<file path="src/sv/tsp_pkg.sv">
// Shared types, constants and codes for the tone sequence player.
// No dependencies; imported by every module of the block.
package tsp_pkg;

   localparam int LIST_DEPTH = 16;
   localparam int IDX_W      = $clog2(LIST_DEPTH);
   localparam int POS_W      = $clog2(LIST_DEPTH + 2);

   localparam int CLK_W  = 28;
   localparam int FREQ_W = 16;
   localparam int DUR_W  = 16;
   localparam int TICK_W = 20;
   localparam int CNT_W  = $clog2(CLK_W);

   localparam logic [CLK_W-1:0]  CLOCK_RESET   = 28'd48000000;
   localparam logic [FREQ_W-1:0] SILENCE_LIMIT = 16'd200;

   localparam logic [1:0] FUNC_TICK  = 2'd0;
   localparam logic [1:0] FUNC_WRITE = 2'd1;
   localparam logic [1:0] FUNC_START = 2'd2;

   typedef struct packed {
      logic [1:0]        func;
      logic [3:0]        entry_index;
      logic [FREQ_W-1:0] tone_freq;
      logic [DUR_W-1:0]  tone_duration_ms;
   } req_type;

   typedef struct packed {
      logic        pwm_enable;
      logic [15:0] prescale_load;
      logic [15:0] period_load;
      logic [14:0] compare_load;
      logic        new_tone;
      logic        playing;
   } rsp_type;

   typedef struct packed {
      logic [FREQ_W-1:0] freq;
      logic [DUR_W-1:0]  dur;
   } tone_entry_type;

   typedef struct packed {
      logic              start;
      logic [CLK_W-1:0]  dividend;
      logic [FREQ_W-1:0] divisor;
   } div_req_type;

   typedef struct packed {
      logic             done;
      logic [CLK_W-1:0] quotient;
   } div_rsp_type;

endpackage

</file>
<file path="src/sv/tone_sequence_player_core.sv">
// Path: an accepted item is registered and passes ST_EXEC and ST_RESULT into the output
// register; a tone change with division also passes ST_DIV_RAW and ST_DIV_PER, two
// 28-step passes through the serial divider.
// Flow: one item at a time; the next transfer can be taken in the cycle after the result
// enters the output register, later while rsp_stall holds a full output register.
// Reset: list reads as all zero at once, playback idle, output off, clock_hz 48000000.
module tone_sequence_player_core import tsp_pkg::*; (
   input  logic             clock,
   input  logic             reset,
   input  logic             req_valid,
   output logic             req_stall,
   input  req_type          req_data,
   output logic             rsp_valid,
   input  logic             rsp_stall,
   output rsp_type          rsp_data,
   input  logic             csr_valid,
   output logic             csr_ready,
   input  logic [CLK_W-1:0] csr_data
);

   localparam logic [2:0] ST_IDLE    = 3'd0;
   localparam logic [2:0] ST_EXEC    = 3'd1;
   localparam logic [2:0] ST_DIV_RAW = 3'd2;
   localparam logic [2:0] ST_DIV_PER = 3'd3;
   localparam logic [2:0] ST_RESULT  = 3'd4;

   logic [2:0]        state_ff, state_in;
   req_type           item_ff;
   logic [CLK_W-1:0]  clock_hz_ff;
   logic [POS_W-1:0]  pos_ff, pos_in;
   logic [TICK_W-1:0] ticks_ff, ticks_in;
   logic              en_ff, en_in;
   logic [15:0]       pre_ff, pre_in;
   logic [15:0]       per_ff, per_in;
   logic [14:0]       cmp_ff, cmp_in;
   logic              fresh_ff, fresh_in;
   rsp_type           rsp_ff;
   logic              rsp_valid_ff, rsp_valid_in;

   logic              accept;
   logic              wr_en;
   logic [POS_W-1:0]  fetch_id;
   tone_entry_type    entry;
   div_req_type       div_req;
   div_rsp_type       div_rsp;
   logic              rsp_load;
   logic [TICK_W-1:0] dur_ext;
   logic [15:0]       per_q;

   assign req_stall = (state_ff != ST_IDLE);
   assign accept    = req_valid && !req_stall;
   assign csr_ready = 1'b1;
   assign wr_en     = accept && (req_data.func == FUNC_WRITE) &&
                      (int'(req_data.entry_index) < LIST_DEPTH);
   assign fetch_id  = pos_ff - POS_W'(1);

   tsp_store u_store (
      .clock   (clock),
      .reset   (reset),
      .wr_en   (wr_en),
      .wr_addr (IDX_W'(req_data.entry_index)),
      .wr_data ({req_data.tone_freq, req_data.tone_duration_ms}),
      .rd_en   (accept),
      .rd_addr (fetch_id[IDX_W-1:0]),
      .rd_data (entry)
   );

   tsp_div u_div (
      .clock (clock),
      .reset (reset),
      .req   (div_req),
      .rsp   (div_rsp)
   );

   always_comb begin
      state_in = state_ff;
      pos_in   = pos_ff;
      ticks_in = ticks_ff;
      en_in    = en_ff;
      pre_in   = pre_ff;
      per_in   = per_ff;
      cmp_in   = cmp_ff;
      fresh_in = fresh_ff;
      div_req  = '0;
      dur_ext  = TICK_W'(entry.dur);
      per_q    = div_rsp.quotient[15:0];
      rsp_load = 1'b0;
      unique case (state_ff)
         ST_IDLE: begin
            if (accept) begin
               state_in = ST_EXEC;
            end
         end
         ST_EXEC: begin
            fresh_in = 1'b0;
            state_in = ST_RESULT;
            if (item_ff.func == FUNC_START) begin
               pos_in   = POS_W'(1);
               ticks_in = '0;
            end else if (item_ff.func == FUNC_TICK && pos_ff != '0) begin
               if (ticks_ff == '0) begin
                  if (int'(fetch_id) >= LIST_DEPTH || entry.dur == '0) begin
                     en_in  = 1'b0;
                     pos_in = '0;
                  end else begin
                     ticks_in = (dur_ext << 3) + (dur_ext << 1);
                     pos_in   = pos_ff + POS_W'(1);
                     if (entry.freq <= SILENCE_LIMIT) begin
                        en_in = 1'b0;
                     end else begin
                        div_req.start    = 1'b1;
                        div_req.dividend = clock_hz_ff;
                        div_req.divisor  = entry.freq;
                        state_in         = ST_DIV_RAW;
                     end
                  end
               end else begin
                  ticks_in = ticks_ff - TICK_W'(1);
               end
            end
         end
         ST_DIV_RAW: begin
            if (div_rsp.done) begin
               pre_in           = 16'(div_rsp.quotient[CLK_W-1:16]);
               div_req.start    = 1'b1;
               div_req.dividend = div_rsp.quotient;
               div_req.divisor  = 16'(div_rsp.quotient[CLK_W-1:16]) + 16'd1;
               state_in         = ST_DIV_PER;
            end
         end
         ST_DIV_PER: begin
            if (div_rsp.done) begin
               per_in   = per_q - 16'd1;
               cmp_in   = per_q[15:1];
               en_in    = 1'b1;
               fresh_in = 1'b1;
               state_in = ST_RESULT;
            end
         end
         ST_RESULT: begin
            if (!rsp_valid_ff || !rsp_stall) begin
               rsp_load = 1'b1;
               state_in = ST_IDLE;
            end
         end
         default: begin
            state_in = ST_IDLE;
         end
      endcase
      if (rsp_load) begin
         rsp_valid_in = 1'b1;
      end else if (!rsp_stall) begin
         rsp_valid_in = 1'b0;
      end else begin
         rsp_valid_in = rsp_valid_ff;
      end
   end

   always_ff @(posedge clock) begin
      if (accept) begin
         item_ff <= req_data;
      end
      if (rsp_load) begin
         rsp_ff.pwm_enable    <= en_ff;
         rsp_ff.prescale_load <= pre_ff;
         rsp_ff.period_load   <= per_ff;
         rsp_ff.compare_load  <= cmp_ff;
         rsp_ff.new_tone      <= fresh_ff;
         rsp_ff.playing       <= (pos_ff != '0);
      end
   end

   always_ff @(posedge clock) begin
      if (reset) begin
         state_ff     <= ST_IDLE;
         clock_hz_ff  <= CLOCK_RESET;
         pos_ff       <= '0;
         ticks_ff     <= '0;
         en_ff        <= 1'b0;
         pre_ff       <= '0;
         per_ff       <= '0;
         cmp_ff       <= '0;
         fresh_ff     <= 1'b0;
         rsp_valid_ff <= 1'b0;
      end else begin
         state_ff     <= state_in;
         pos_ff       <= pos_in;
         ticks_ff     <= ticks_in;
         en_ff        <= en_in;
         pre_ff       <= pre_in;
         per_ff       <= per_in;
         cmp_ff       <= cmp_in;
         fresh_ff     <= fresh_in;
         rsp_valid_ff <= rsp_valid_in;
         if (csr_valid && csr_ready) begin
            clock_hz_ff <= csr_data;
         end
      end
   end

   assign rsp_valid = rsp_valid_ff;
   assign rsp_data  = rsp_ff;

endmodule

</file>
<file path="src/sv/tsp_store.sv">
// Tone list memory: one write port, one read port, registered read data.
// Per-entry valid bits make unwritten entries read as zero after reset. Uses tsp_pkg.
module tsp_store import tsp_pkg::*; (
   input  logic           clock,
   input  logic           reset,
   input  logic           wr_en,
   input  logic [IDX_W-1:0] wr_addr,
   input  tone_entry_type wr_data,
   input  logic           rd_en,
   input  logic [IDX_W-1:0] rd_addr,
   output tone_entry_type rd_data
);

   tone_entry_type          mem [LIST_DEPTH];
   logic [LIST_DEPTH-1:0]   valid_ff;
   tone_entry_type          rd_data_ff;
   logic                    rd_valid_ff;

   always_ff @(posedge clock) begin
      if (wr_en) begin
         mem[wr_addr] <= wr_data;
      end
      if (rd_en) begin
         rd_data_ff <= mem[rd_addr];
      end
   end

   always_ff @(posedge clock) begin
      if (reset) begin
         valid_ff    <= '0;
         rd_valid_ff <= 1'b0;
      end else begin
         if (wr_en) begin
            valid_ff[wr_addr] <= 1'b1;
         end
         if (rd_en) begin
            rd_valid_ff <= valid_ff[rd_addr];
         end
      end
   end

   assign rd_data = rd_valid_ff ? rd_data_ff : '0;

endmodule

</file>
<file path="src/sv/tsp_div.sv">
// Restoring serial divider, one quotient bit per cycle, shared by both divisions.
// Uses tsp_pkg for operand widths and request/response types.
module tsp_div import tsp_pkg::*; (
   input  logic        clock,
   input  logic        reset,
   input  div_req_type req,
   output div_rsp_type rsp
);

   logic [CLK_W-1:0]  quo_ff, quo_in;
   logic [FREQ_W-1:0] rem_ff, rem_in;
   logic [FREQ_W-1:0] dvs_ff;
   logic [CNT_W-1:0]  cnt_ff, cnt_in;
   logic              busy_ff, busy_in;
   logic              done_ff, done_in;
   logic [FREQ_W:0]   rem_sh;
   logic [FREQ_W:0]   diff;

   always_comb begin
      rem_sh  = {rem_ff, quo_ff[CLK_W-1]};
      diff    = rem_sh - {1'b0, dvs_ff};
      quo_in  = quo_ff;
      rem_in  = rem_ff;
      cnt_in  = cnt_ff;
      busy_in = busy_ff;
      done_in = 1'b0;
      if (req.start) begin
         quo_in  = req.dividend;
         rem_in  = '0;
         cnt_in  = CNT_W'(CLK_W - 1);
         busy_in = 1'b1;
      end else if (busy_ff) begin
         if (!diff[FREQ_W]) begin
            rem_in = diff[FREQ_W-1:0];
            quo_in = {quo_ff[CLK_W-2:0], 1'b1};
         end else begin
            rem_in = rem_sh[FREQ_W-1:0];
            quo_in = {quo_ff[CLK_W-2:0], 1'b0};
         end
         cnt_in = cnt_ff - CNT_W'(1);
         if (cnt_ff == '0) begin
            busy_in = 1'b0;
            done_in = 1'b1;
         end
      end
   end

   always_ff @(posedge clock) begin
      quo_ff <= quo_in;
      rem_ff <= rem_in;
      cnt_ff <= cnt_in;
      if (req.start) begin
         dvs_ff <= req.divisor;
      end
   end

   always_ff @(posedge clock) begin
      if (reset) begin
         busy_ff <= 1'b0;
         done_ff <= 1'b0;
      end else begin
         busy_ff <= busy_in;
         done_ff <= done_in;
      end
   end

   assign rsp.done     = done_ff;
   assign rsp.quotient = quo_ff;

endmodule

</file>
<file path="config.mk">
export PLATFORM = sky130hd
export DESIGN_NAME = tone_sequence_player_core
export DESIGN_NICKNAME = d
export VERILOG_FILES = /design/src/sv/tsp_pkg.sv /design/src/sv/tone_sequence_player_core.sv /design/src/sv/tsp_store.sv /design/src/sv/tsp_div.sv
export SDC_FILE = /design/constraint.sdc
export NUM_CORES = 1
export LEC_CHECK = 0
export BUFFER_PORTS_ARGS = -buffer_cell sky130_fd_sc_hd__buf_2
export CORE_AREA = 2 2 225 227
export CTS_CLUSTER_SIZE = 10
export DETAILED_ROUTE_END_ITERATION = 7
export DIE_AREA = 0 0 227 229
export HOLD_SLACK_MARGIN = 0.12
export PLACE_DENSITY = 0.83
export SLEW_MARGIN = 20
export SYNTH_ARGS = -nofsm -noshare
export SYNTH_HDL_FRONTEND = slang
export SYNTH_HIERARCHICAL = 1
export SYNTH_SLANG_ARGS = --single-unit
</file>
<file path="constraint.sdc">
create_clock -name clock -period 7.6 [get_ports clock]
set_input_delay 0.38 -clock clock [delete_from_list [all_inputs] [get_ports clock]]
set_output_delay 0.38 -clock clock [all_outputs]
set_load 0.03 [all_outputs]
</file>
==> impl_metrics.csv <==
group,metric,value,unit
status,status,"finished clean",
die,fp.dieArea,51980,µm²
cts,clockRootBuffer,"clkbuf_16",
power,p_int,6.933,mW
yosys,synth_adder_area_share,1.597,%
routing,wire_per_inst,28.91,µm
cts,clkTransAtPathRegs,0.06,ns
yosys,yosysTopAreaCellShare,59.15,%
yosys,yosysUniqueCellTypes,86,
yosys,yosys_register_bits,778,
grt,grt_max_degree,95,
timing,min_period,5.478,ns
setup_path,worstSetupEndpointType,"flip-flop",
die,dieHeight,229,µm
cells_and_area,area_delta_synth_final,13.64,%
yosys,mappedNetlistArea,32290,µm²
timing,slew_viol_final,0,
yosys,synth_top_area_cell,"edfxtp_1",
timing,tightest_slew,1.032,ns
power,p_switching,1.937,mW
power,design_power_total,8.870,mW
worst_hold_path,hp-class,"input port to flip-flop",
timing,setup_viol,0,
yosys,synth-edff-count,636,
die,start_util,65.02,%
setup_path,critPathLaunchType,"flip-flop",
cts,clock_latency,0.65,ns
power,power_leakage,12.66,nW
yosys,yosys.area_share.xor_xnor,1.438,%
routing,wirelength,84650,µm
routing,routed_via_density,6.670,
power,swShare,21.84,%
routing,ant_nets,0,
die,core,49660,µm²
grt,grt_pass1_wl,125700,µm
yosys,synth_top_family_by_area,"multiplexers",
cts,clock_sinks,778,
timing,post-route-period-util,72.08,%
cells_and_area,fillers,2799,
yosys,yosys.area_share.simple,8.010,%
power,max-vdd-ir-drop,0.2578,mV
grt,grt_overflow,0,
die,ios,124,
run,maxCapViolations,0,
routing,route.detailed.drc,0,
routing,dr.pass1.iters,6,
yosys,netlist_instances,2018,
timing,fin_skew,0.04542,ns
timing,max_freq,182.5,MHz
grt,antenna_found_initial,1,
power,pwr-share-clk,43.4,%
cts,postCtsSetupBuffers,0,
cts,cts_made_buffers,88,
die,num_rows,82,
routing,num_vias,19530,
yosys,ys_seq_area_share,67.95,%
power,comb_power_share,3.8,%
yosys,synth_area_leaders,"edfxtp_1 (59%), mux4_2 (11%), dfxtp_1 (8.8%)",
cts,cts_buffer_depth,3,
timing,hold_violations,0,
cells_and_area,final_layout_size_suffix_gt1_share,22.04,%
placement,place.gp.congestion,0.8932,
cells_and_area,multi_input_area,9832,µm²
yosys,ys_async_sr_fraction,0,%
cts,cts-resized-gates,0,
placement,dp_hpwl,41890,µm
power,power.density,241.7,nW/µm²
grt,grt_pass1_vias,20010,
timing,slew-limit-headroom,31.05,%
yosys,synth.area.mux_share,13.09,%
cells_and_area,seqCellArea,21940,µm²
setup_path,arrival,5.53,ns
yosys,ys.flop_type,"edfxtp_1",
setup_path,cp.required,7.65,ns
grt,gr-usage-all-layers,33.38,%
placement,portBuffers,118,
setup_path,cp_max_fo,85,
power,seq_power_share,52.8,%
yosys,synth-compound-area-share,5.723,%
yosys,yosysWarningCount,6,
cts,cts_tree,"done",
timing,rsz0062_at_grt,"false",
timing,setup_tns,0,ns
cts,htree_levels,3,
routing,drt-initial-drc-count,2431,
die,dieWidth,227,µm
cells_and_area,fin_nets,2330,
yosys,avgSynthCellArea,16.00,µm²
setup_path,critPathKind,"flip-flop to flip-flop",
==> layout by cell type, fill, tap and decap left out, drive strengths merged, types with 12 or more instances in the layout <==
cell and instances:
nand4 14, mux2i 25, a211o 12, mux2 29, nor4 19, buf 148, nor3 23, nor2b 22
nand3 18, xnor2 33, dfxtp 142, and2 41, dlygate4sd3 62, a21oi 79, nand2b 17, inv 38
xor2 20, a22o 15, edfxtp 636, mux4 162, o21ai 53, clkbuf 118, ha 38, nor2 143
a211oi 17, nand2 164
==> sequential cells by signal, summed over array words and instances, names as in the netlist, 3 cells and up <==
register,cells
state_ff,3
pos_ff,5
cmp_ff,15
u_store/rd_data_ff,32
u_div/dvs_ff,16
clock_hz_ff,28
pre_ff,12
per_ff,16
u_div/cnt_ff,5
u_div/quo_ff,28
u_store/valid_ff,16
u_store/mem,512
rsp_data,46
ticks_ff,20
u_div/rem_ff,16
==> critical path: stages (launching register included) <==
cell	delay, ns
dfxtp_1	0.40
inv_8	0.60
ha_1	0.39
nor3b_1	0.27
xnor2_1	0.13
nand2_1	0.39
nor4b_4	0.09
buf_4	0.29
or2_2	0.32
buf_4	0.35
nor2_1	0.61
clkinv_1	0.99
==> timing repair <==
item                       4_1_cts  5_1_grt
setup endpoints to repair        0        0
hold buffers                    62        0
hold endpoints to repair       513        0
==> cell families (layout without fill, tap and decap cells) <==
logic type / Yosys count / in the layout
and+or+nand+nor: 516 / 516
DFF: 778 / 778
other: 2 / 6
adders and majority gates: 40 / 40
xor gates and xnor gates: 53 / 53
muxes: 216 / 216
AOI/OAI and AO/OA: 273 / 273
buffers and inverters: 140 / 374
==> layout make-up <==
| class | instances | share of cell area [%] |
|---|---|---|
| Timing Repair Buffer | 210 | 3.922 |
| Multi-Input combinational cell | 1103 | 26.80 |
| Clock inverter | 8 | 0.3444 |
| Tap cell | 672 | 2.292 |
| Sequential cell | 778 | 59.80 |
| Antenna cell | 1 | 0.006820 |
| Inverter | 38 | 0.4160 |
| Clock buffer | 118 | 6.425 |
==> per-layer routing <==
| layer | vias to the layer above | share of wire, % | global-route usage, % |
|---|---|---|---|
| met5 | - | 0.019 | 0 |
| li1 | 8224 | - | - |
| met4 | 2 | 5.7 | 16.28 |
| met3 | 308 | 9.5 | 6.838 |
| met1 | 9693 | 34 | 41.64 |
| met2 | 1302 | 50 | 56.08 |
==> power by group through the flow <==
stage               Combinational (mW)  Clock, mW  Sequential (mW)
finish                           0.340       3.85             4.68
global route                     0.366       4.02             4.68
CTS                              0.332       3.83             4.68
detailed placement               0.298          0             4.77
global placement                 0.285          0             4.76
floorplan                        0.176          0             4.78
==> metrics by stage <==
| step | utilization [%] | cell area, µm² | hold slack (ns) | setup slack, ns | std cells |
|---|---|---|---|---|---|
| 2_1_floorplan | - | 32300 | 0.4019 | 2.843 | 2021 |
| 3_3_place_gp | 67.62 | 33580 | 0.4142 | 2.190 | 2739 |
| 3_5_place_dp | 67.62 | 33580 | 0.4130 | 2.102 | 2739 |
| 4_1_cts | 73.87 | 36680 | 0.1233 | 2.067 | 2927 |
| 5_1_grt | 73.88 | 36690 | 0.1356 | 1.576 | 2927 |
| 6_report | 73.89 | 36690 | 0.1462 | 2.122 | 2928 |
==> worst paths after layout <==
kind / cells past startpoint / from / slack, ns / to
max: 11 / pos_ff[0] / 2.12 / u_div/quo_ff[18]
min: 1 / req_data[27] / 0.15 / u_store/mem[12][27]
max reg2reg: 11 / pos_ff[0] / 2.12 / u_div/quo_ff[18]
min reg2reg: 0 / per_ff[3] / 0.43 / rsp_data[20]
==> Yosys cell counts (22+ instances only) <==
cell type / count
and2_1: 39
edfxtp_1: 636
inv_1: 38
mux2_2: 29
dfxtp_1: 142
clkbuf_1: 51
mux4_2: 162
o21ai_0: 45
nand2_1: 164
mux2i_1: 25
xnor2_1: 33
a21oi_1: 78
nor2_1: 140
nor3_1: 22
ha_1: 38
Power figures use the tool's default switching activity.
